`config.mk`:
```
export PLATFORM = sky130hd
export DESIGN_NAME = rc_channel_frame_builder_unit
export DESIGN_NICKNAME = d
export VERILOG_FILES = /design/src/sv/rcfb_pkg.sv /design/src/sv/rc_channel_frame_builder_unit.sv
export SDC_FILE = /design/constraint.sdc
export NUM_CORES = 1
export LEC_CHECK = 0
export BUFFER_PORTS_ARGS = -buffer_cell sky130_fd_sc_hd__clkbuf_2
export CAP_MARGIN = 20
export CORE_MARGIN = 3
export CORE_UTILIZATION = 36
export DETAILED_ROUTE_END_ITERATION = 8
export GPL_TIMING_DRIVEN = 1
export SLEW_MARGIN = 20
export SYNTH_ARGS = -nofsm -noshare
export SYNTH_HDL_FRONTEND = slang
export SYNTH_SLANG_ARGS = --single-unit
export TNS_END_PERCENT = 10
```
`constraint.sdc`:
```
create_clock -name i_clk -period 5.24 [get_ports i_clk]
set_input_delay 0.786 -clock i_clk [delete_from_list [all_inputs] [get_ports i_clk]]
set_output_delay 0.786 -clock i_clk [all_outputs]
set_load 0.01 [all_outputs]
```
`src/sv/rcfb_pkg.sv`:
```
package rcfb_pkg;

    localparam int unsigned CH_PER_ROBOT = 4;

    localparam logic [7:0]  HDR0    = 8'h24;
    localparam logic [7:0]  HDR1    = 8'h50;
    localparam logic [15:0] VAL_MIN = 16'd1000;
    localparam logic [15:0] VAL_MAX = 16'd2000;
    localparam logic [15:0] VAL_MID = 16'd1500;

    typedef enum logic {
        KIND_SET  = 1'b0,
        KIND_SEND = 1'b1
    } t_kind;

    typedef enum logic [1:0] {
        CH_YAW      = 2'd0,
        CH_ROLL     = 2'd1,
        CH_PITCH    = 2'd2,
        CH_THROTTLE = 2'd3
    } t_chan;

    // value held by an entry that was never written
    function automatic logic [15:0] reset_value(input logic [1:0] ch);
        logic [15:0] v;
        v = (ch == CH_THROTTLE) ? VAL_MIN : VAL_MID;
        return v;
    endfunction

    // stored value as it goes out on the link
    function automatic logic [15:0] sent_value(input logic [15:0] stored,
                                               input logic [1:0]  ch);
        logic [15:0] v;
        if (stored >= VAL_MIN && stored <= VAL_MAX) begin
            v = stored;
        end else begin
            v = (ch == CH_YAW) ? VAL_MIN : VAL_MID;
        end
        return v;
    endfunction

endpackage

```
`src/sv/rc_channel_frame_builder_unit.sv`:
```
// RC channel frame builder.
// Input channel (i_valid / o_ready): one beat is either a set command that
// writes one 16-bit channel of one robot slot, or a send command.
// A set beat gives no output; writes to a robot slot at or above
// NUM_ROBOTS are dropped.
// A send beat produces 3 + 8 * NUM_ROBOTS output beats (35 for four robots)
// on o_valid / i_ready: '$', 'P', each channel low byte then high byte,
// robot by robot, and an XOR checksum with o_last set.
// The channel values sit in a small synchronous RAM; a frame streams one
// byte per cycle while the receiver is ready, because the read address is
// taken from the next byte counter, so the registered read data is ready
// when its byte is due. The next command is accepted once the last byte is
// in the output register.
// Reset clears the per-entry valid bits, so every channel reads back as
// its default (throttle 1000, others 1500) until written; no clearing pass.
// When the receiver stalls, the output register holds its beat and the
// byte sequencer waits.
module rc_channel_frame_builder_unit #(
    parameter int unsigned NUM_ROBOTS = 4
) (
    input  logic        i_clk,
    input  logic        i_rst_n,
    input  logic        i_valid,
    output logic        o_ready,
    input  logic        i_kind,
    input  logic [1:0]  i_robot,
    input  logic [1:0]  i_channel,
    input  logic [15:0] i_value,
    output logic        o_valid,
    input  logic        i_ready,
    output logic [7:0]  o_frame_byte,
    output logic        o_last
);

    localparam int unsigned Depth = NUM_ROBOTS * rcfb_pkg::CH_PER_ROBOT;
    localparam int unsigned AW    = $clog2(Depth);
    localparam int unsigned NB    = 3 + 2 * Depth;
    localparam int unsigned IW    = $clog2(NB);

    typedef enum logic [1:0] {
        ST_IDLE = 2'b01,
        ST_SEND = 2'b10
    } t_state;

    t_state          r_state, n_state;
    logic [IW-1:0]   r_idx, n_idx;
    logic [7:0]      r_sum;
    logic            r_o_valid;
    logic [7:0]      r_o_byte;
    logic            r_o_last;

    logic [15:0]     r_mem [Depth];
    logic [Depth-1:0] r_vld;
    logic [15:0]     r_rd_data;
    logic            r_rd_vld;
    logic [1:0]      r_rd_ch;

    logic            in_acc;
    logic            wr_en;
    logic [AW-1:0]   wr_addr;
    logic [AW-1:0]   rd_addr;
    logic            advance;
    logic [IW-1:0]   off;
    logic [15:0]     cur_val;
    logic [7:0]      byte_d;
    logic            is_last;

    assign o_ready      = (r_state == ST_IDLE);
    assign in_acc       = i_valid && o_ready;
    assign wr_en        = in_acc && (i_kind == rcfb_pkg::KIND_SET)
                          && ({1'b0, i_robot} < 3'(NUM_ROBOTS));
    assign wr_addr      = AW'({i_robot, i_channel});

    assign o_valid      = r_o_valid;
    assign o_frame_byte = r_o_byte;
    assign o_last       = r_o_last;

    assign advance = (r_state == ST_SEND) && (!r_o_valid || i_ready);
    assign is_last = (r_idx == IW'(NB - 1));
    assign off     = r_idx - IW'(2);

    always_comb begin
        n_state = r_state;
        n_idx   = r_idx;
        case (r_state)
            ST_IDLE: begin
                n_idx = '0;
                if (in_acc && i_kind == rcfb_pkg::KIND_SEND) begin
                    n_state = ST_SEND;
                end
            end
            ST_SEND: begin
                if (advance) begin
                    if (is_last) begin
                        n_state = ST_IDLE;
                        n_idx   = '0;
                    end else begin
                        n_idx = r_idx + IW'(1);
                    end
                end
            end
            default: begin
                n_state = ST_IDLE;
                n_idx   = '0;
            end
        endcase
    end

    // address the entry of the byte that will be current next cycle
    always_comb begin
        logic [IW-1:0] noff;
        noff = n_idx - IW'(2);
        if (n_idx >= IW'(2) && n_idx < IW'(NB - 1)) begin
            rd_addr = AW'(noff >> 1);
        end else begin
            rd_addr = '0;
        end
    end

    always_ff @(posedge i_clk) begin
        if (wr_en) begin
            r_mem[wr_addr] <= i_value;
        end
        r_rd_data <= r_mem[rd_addr];
        r_rd_vld  <= r_vld[rd_addr];
        r_rd_ch   <= rd_addr[1:0];
    end

    always_comb begin
        logic [15:0] stored;
        stored  = r_rd_vld ? r_rd_data : rcfb_pkg::reset_value(r_rd_ch);
        cur_val = rcfb_pkg::sent_value(stored, r_rd_ch);
        if (r_idx == IW'(0)) begin
            byte_d = rcfb_pkg::HDR0;
        end else if (r_idx == IW'(1)) begin
            byte_d = rcfb_pkg::HDR1;
        end else if (is_last) begin
            byte_d = r_sum;
        end else if (off[0]) begin
            byte_d = cur_val[15:8];
        end else begin
            byte_d = cur_val[7:0];
        end
    end

    always_ff @(posedge i_clk) begin
        if (!i_rst_n) begin
            r_state   <= ST_IDLE;
            r_idx     <= '0;
            r_vld     <= '0;
            r_o_valid <= 1'b0;
            r_sum     <= '0;
        end else begin
            r_state <= n_state;
            r_idx   <= n_idx;
            if (wr_en) begin
                r_vld[wr_addr] <= 1'b1;
            end
            if (advance) begin
                r_o_valid <= 1'b1;
            end else if (i_ready) begin
                r_o_valid <= 1'b0;
            end
            if (r_state == ST_IDLE) begin
                r_sum <= '0;
            end else if (advance && r_idx >= IW'(2) && !is_last) begin
                r_sum <= r_sum ^ byte_d;
            end
        end
    end

    // payload of the output beat
    always_ff @(posedge i_clk) begin
        if (advance) begin
            r_o_byte <= byte_d;
            r_o_last <= is_last;
        end
    end

endmodule

```
Word level (Yosys, flattened, before mapping)
Memories as Yosys holds them, arrays and structs flattened. A register that Yosys moved wholly into a read port is not among the register bits.
Cells that the tools add are included.
Widths: inputs -> output; s select.

cells by class
  eq/ne operators = 8
  magnitude comparators = 8
  reductions and logical operators = 17
  bitwise operators = 4
  add/subtract/negate cells = 3
  multiplexer cells = 24

operators with widths
  operator              count
  $mux 16               2
  $mux 8                4
  $mux 11               2
  $mux 6                3
  $ge 16x10->1 const B  1
  $le 16x11->1 const B  1
  $or 16x16->16         1
  $ge 6x2->1 const B    2
  $lt 4x5->1 const B    2
  $logic_and 1x1->1     9
  $xor 8x8->8           1
  $add 6x1->6 const B   1
  $eq 6x1->1 const B    1
  $eq 6x6->1 const B    1
  $logic_not 6->1       1
  $lt 6x6->1 const B    1
  $mux 1                6
  $mux 2                3
  $sub 5x2->5 const B   1
  $bmux 1 s4            1
  $demux 1 s4           1
  $eq 2x2->1 const B    2
  $ge 4x1->1 const B    1
  $mux 4                1
  12 further kinds      15

storage, ports and cells
  bits in registers = 45
  output and inout port bits = 11
  input port bits = 25
  memories = 1
  memory bits (writable) = 256
  logic and storage cells = 74

memories
  name   words  bits a word  read ports  clocked after memory_dff  wr ports  RTL line                             text
  r_mem  16     16           1           1                         1         rc_channel_frame_builder_unit.sv:52  logic [15:0] r_mem [Depth];

Depth between registers and ports, before layout
  word-level depth = 11
  depth in mapped cells = 18
  mapped depth without buffers = 15

Worst setup path after synthesis
OpenSTA, ideal clock, no wires.

  kind = input -> register
  start = in i_ready
  end = reg r_rd_data[1] (read register of r_mem)
  data arrival time = 3.593 ns
  slack = 1.529 ns
  buffers on the path = 5
  required time = 5.123 ns
  stages on the path = 15
  setup time = 0.117 ns
  cell sequence = nor2b_1 > clkbuf_1 > nand2_1 > a21oi_1 > inv_1 > clkbuf_1 > buf_1 > ha_1 > nor3_1 > mux2i_2 > buf_2 > buf_2 > o32ai_1 > o31ai_1 > a32o_1

between the ends
  word-level cells in the longest chain between the ends = 7
  elaborated cells on any way between the ends = 9
  those cells by class = 1 x add/sub; 2 x order compare; 3 x mux; 3 x reduce/logical

RTL lines
  element                                   RTL line                              text
  start: declaration                        rc_channel_frame_builder_unit.sv:30   input logic i_ready,
  $logic_or 1x1->1 *                        rc_channel_frame_builder_unit.sv:78   assign advance = (r_state == ST_SEND) && (!r_o_valid || i_ready);
  $logic_and 1x1->1 *                       rc_channel_frame_builder_unit.sv:78
  $mux 6 *                                  rc_channel_frame_builder_unit.sv:93   if (advance) begin
  $mux 6 *                                  rc_channel_frame_builder_unit.sv:85   case (r_state)
  $ge 6x2->1 or $lt 6x6->1 (tied branches)  rc_channel_frame_builder_unit.sv:113  if (n_idx >= IW'(2) && n_idx < IW'(NB - 1)) begin
  $logic_and 1x1->1                         rc_channel_frame_builder_unit.sv:113
  $mux 4 *                                  rc_channel_frame_builder_unit.sv:113
  end: declaration                          rc_channel_frame_builder_unit.sv:54   logic [15:0] r_rd_data;

Mark *: on every way between the ends. The rest lies on a longest branch, timed or not.
A chain may end at the register's enable or synchronous reset.

Worst setup path in the final report
  start = reg r_idx[0]
  end = reg r_rd_data[7] (read register of r_mem)

between the ends
  word-level cells in the longest chain between the ends = 7
  elaborated cells on any way between the ends = 10
  those cells by class = 2 x add/sub; 2 x order compare; 1 x eq/ne; 4 x mux; 1 x reduce/logical

RTL lines
  element                                    RTL line                                                                  text
  start: declaration                         rc_channel_frame_builder_unit.sv:46                                       logic [IW-1:0] r_idx, n_idx;
  start signal: assignment                   rc_channel_frame_builder_unit.sv:155                                      r_idx <= n_idx;
  $add 6x1->6 or $eq 6x6->1 (tied branches)  rc_channel_frame_builder_unit.sv:98, rc_channel_frame_builder_unit.sv:79
  $mux 6                                     rc_channel_frame_builder_unit.sv:94                                       if (is_last) begin
  $mux 6 *                                   rc_channel_frame_builder_unit.sv:93
  $mux 6 *                                   rc_channel_frame_builder_unit.sv:85
  $ge 6x2->1 or $lt 6x6->1 (tied branches)   rc_channel_frame_builder_unit.sv:113
  $logic_and 1x1->1                          rc_channel_frame_builder_unit.sv:113
  $mux 4 *                                   rc_channel_frame_builder_unit.sv:113

Marked as above.

==> PnR_summary.wiki <==
{| class="wikitable"
! Metric !! Value
|-
| Kind of path behind the tightest hold check || flip-flop to flip-flop
|-
| Pin count of the biggest net entering global routing || 96
|-
| Count of H-tree levels built during CTS || 2
|-
| Remaining DRCs || 0
|-
| Post-Syn Instances || ~880
|-
| Routed length per placed instance || 22.0 microns
|-
| TritonCTS clock tree || done
|-
| Capturing element type of the critical path || flip-flop
|-
| Detailed-route wire length || roughly 31000 microns
|-
| Final TNS setup || 0 ns
|-
| Total global routing overflow || 0
|-
| Top flip-flop cell by instance count after synthesis || edfxtp_1
|-
| Number of sinks driven by the clock tree || approximately 320
|-
| First-pass GRT wire length || 46000 microns
|-
| Ant diodes || 0
|-
| Sw Ratio || 0.197
|-
| NumNets Final || around 950
|-
| Final Slew Violations || 0
|-
| Fmax || 246 MHz
|-
| Initial detailed-routing violation count || 678
|-
| Number of placed I/O pins || 36
|-
| Setup repair after global routing missed its margin || no
|-
| Via count of the first global-routing pass || 7370
|-
| R2R setup slack || 1.18 ns
|-
| Number of library cell types mapped by synthesis || 53
|-
| Core outline area || 33900 sq um
|-
| Via count || 7742
|-
| Layout overhead on the synthesized area || 15.4%
|-
| Capturing instance or port of the critical path || r_rd_data[7]$_DFF_P_
|-
| Number of nets with antenna violations after routing || 0
|-
| Clock share of power || 0.458
|-
| Part of the power in registers || 0.528
|-
| RD Place Congestion || 0.769
|-
| Power per standard cell area || 360 nW/um^2
|-
| Post-layout minimum cycle time || 4.06 ns
|-
| Final setup violation count || 0
|-
| Hold-fix buffers at CTS || 0
|-
| Per-instance average area after synthesis || 14.2 sq um
|-
| Share of the clock period used by the worst path after layout || 0.776
|-
| Proportion of synthesized chip area in sequential cells || 0.719
|-
| Leakage dissipation || 4.75 nW
|-
| Synthesized Nets || 909
|-
| Critical-path maximum fanout || 18
|-
| Number of max-cap violations || 0
|-
| Actual transition at the worst max-transition pin || ~0.95 ns
|-
| Cell count of the worst reg-to-reg path || 15
|-
| Total setup buffers inserted after CTS || 0
|-
| HPWL Detailed || 17600 microns
|-
| Critical path origin || r_idx[0]$_SDFF_PN0_
|-
| Worst reg2reg startpoint || r_idx[0]$_SDFF_PN0_
|-
| Share of synthesized registers carrying an async set or reset || 0
|-
| Overall die area || 37000 sq um
|-
| Combined area of all synthesized cells || 12500 sq um
|-
| Type of origin of the critical path || flip-flop
|-
| Synth area leaders || edfxtp_1 64%, dfxtp_1 8.3%, nor2_1 2.7%, o221ai_1 2.5%, o32ai_1 2.2%
|-
| Cell internal pwr || 4.18 mW
|-
| Worst Skew || 0.0178 ns
|-
| Crit path arrival time || 4.52 ns
|-
| Net switching power figure || 1.03 mW
|-
| Cell types with the highest counts after synthesis || 265 x edfxtp_1, 91 x nor2_1, 52 x dfxtp_1, 49 x nand2_1, 41 x nor3_1
|-
| Cell with the most instances after synthesis || edfxtp_1
|-
| Library cell occupying the most area in the post-synthesis netlist || edfxtp_1
|-
| Fraction of final layout cells with drive strength greater than 1 || 0.166
|-
| Worst slack at placement || 1.15 ns
|-
| Global-route total usage across every layer || 0.165
|-
| Row count || 67
|-
| Worst R2R End || r_rd_data[7]$_DFF_P_
|-
| Worst max-slew margin expressed relative to the limit || 0.362
|-
| Die height || 192 microns
|-
| Initial cell density of the core || 0.369
|-
| WS Path Type || flip-flop to flip-flop
|-
| Number of optimization iterations in the first detailed-route pass || 5
|-
| Clock insertion delay at the later pin of the skew report || 0.52 ns
|-
| Combinational fraction of design power || 0.014
|-
| Worst ir drop on vdd || about 0.28 mV
|-
| Least setup slack across all paths after layout || 1.18 ns
|-
| Post-CTS Resized || 0
|-
| Yosys warning count || 0
|-
| Antenna violations before repair || 0
|-
| Critical Path RT || 5.69 ns
|-
| CTS clock-pin slew for the worst setup and hold paths || 0.06 ns
|-
| Via/cell ratio || approximately 5.5
|-
| Outcome || completed
|-
| Die W || around 190 microns
|-
| Total count of hold-check failures in the final report || 0
|-
| PortBufs || 35
|-
| Worst-case clock buffer depth || 3
|-
| Number of flip-flops and latches in the synthesized netlist || 317
|-
| Cell at the root of the clock tree || clkbuf_16
|-
| Number of CTS-inserted buffers || 34
|-
| Share of the synthesized area in the top cell type || 0.636
|-
| Number of flops mapped to enable cells by yosys || approximately 270
|-
| Fillers || approximately 3.0k
|}
routing by layer:
metal	vias to the layer above	track usage	share of wire
li1	3555	-	-
met1	3856	0.246	0.46
met2	290	0.245	0.44
met3	41	0.0358	0.080
met4	0	0.0395	0.020
met5	-	0	0
power by group through the flow:
stage | combinational, mW | clock, mW | sequential (mW)
6_report | 0.0740 | 2.38 | 2.75
5_1_grt | 0.0819 | 2.53 | 2.75
4_1_cts | 0.0745 | 2.43 | 2.75
3_5_place_dp | 0.0742 | 0 | 2.80
3_3_place_gp | 0.0722 | 0 | 2.80
2_1_floorplan | 0.0223 | 0 | 2.80
final cells by class:
class,instances,area (sq um),share of cell area
Sequential cell,317,9000,0.623
Inverter,16,61.3,0.00425
Clock inverter,18,219,0.0152
Timing Repair Buffer,65,425,0.0295
Multi-Input combinational cell,489,3280,0.227
Clock buffer,42,891,0.0617
Tap cell,448,561,0.0388
sequential cells by signal, indices dropped and copies added (netlist names):
register and cells:
r_rd_data 16, r_idx 6, r_rd_vld 1, o_last 1
o_frame_byte 8, o_valid 1, r_state 2, r_mem 256
r_rd_ch 2, r_vld 16, r_sum 8
critical path: stages, from the launching register on:
cell	delay, ns
dfxtp_1	0.55
inv_1	0.18
ha_1	0.23
nand2_1	0.10
or2_4	0.16
clkinv_2	0.22
o21ai_2	0.32
inv_1	0.12
ha_1	0.30
nor3_1	0.39
mux2i_4	0.12
nand2_1	0.45
buf_4	0.33
nor2_1	0.06
o31ai_1	0.29
a32o_1	0.18
worst min path at each step:
stage | start | endpoint | slack [ns] | cells after the start
detailed placement | r_vld[12]$_SDFFE_PN0P_ | r_vld[12]$_SDFFE_PN0P_ | 0.46 | 2
CTS | r_vld[12]$_SDFFE_PN0P_ | r_vld[12]$_SDFFE_PN0P_ | 0.47 | 2
floorplan | r_vld[13]$_SDFFE_PN0P_ | r_vld[13]$_SDFFE_PN0P_ | 0.44 | 2
finish | r_vld[5]$_SDFFE_PN0P_ | r_vld[5]$_SDFFE_PN0P_ | 0.47 | 2
global route | r_vld[5]$_SDFFE_PN0P_ | r_vld[5]$_SDFFE_PN0P_ | 0.50 | 2
global placement | r_vld[12]$_SDFFE_PN0P_ | r_vld[12]$_SDFFE_PN0P_ | 0.45 | 2
cell families (layout without fill, tap and decap cells):
| family | Yosys count | count (layout) | synth area share |
|---|---|---|---|
| xor gates and xnor gates | 8 | 8 | 0.00560 |
| AOI/OAI and AO/OA | 210 | 210 | 0.127 |
| adders and majority gates | 5 | 5 | 0.00500 |
| muxes | 40 | 40 | 0.0341 |
| and+or+nand+nor | 226 | 226 | 0.0822 |
| DFF | 317 | 317 | 0.719 |
| buffers and inverters | 73 | 141 | 0.0267 |
per-stage QoR:
| stage | std cells | total power [mW] | cell area [sq um] | utilization | hold slack (ns) |
|---|---|---|---|---|---|
| floorplan | 879 | 2.82 | 12500 | - | 0.440 |
| global placement | 1335 | 2.87 | 13300 | 0.393 | 0.449 |
| detailed placement | 1335 | 2.88 | 13300 | 0.393 | 0.459 |
| CTS | 1395 | 5.25 | 14400 | 0.426 | 0.472 |
| global route | 1395 | 5.36 | 14400 | 0.426 | 0.495 |
| finish | 1395 | 5.21 | 14400 | 0.426 | 0.468 |
cells in the final DEF (no fill, tap or decap), types with 16 or more instances in the layout:
master	Yosys	routed
o32ai_1	32	32
a32o_1	16	16
o211ai_1	23	23
mux2_2	18	18
mux2i_1	21	21
a31oi_1	22	21
o31ai_1	27	27
dfxtp_1	52	52
clkbuf_2	0	35
nor3_1	41	37
buf_4	7	28
nand2_1	49	49
nor2_1	91	79
edfxtp_1	265	265
o221ai_1	36	36
clkbuf_16	0	34
o21ai_0	19	19
Power figures use the tool's default switching activity.
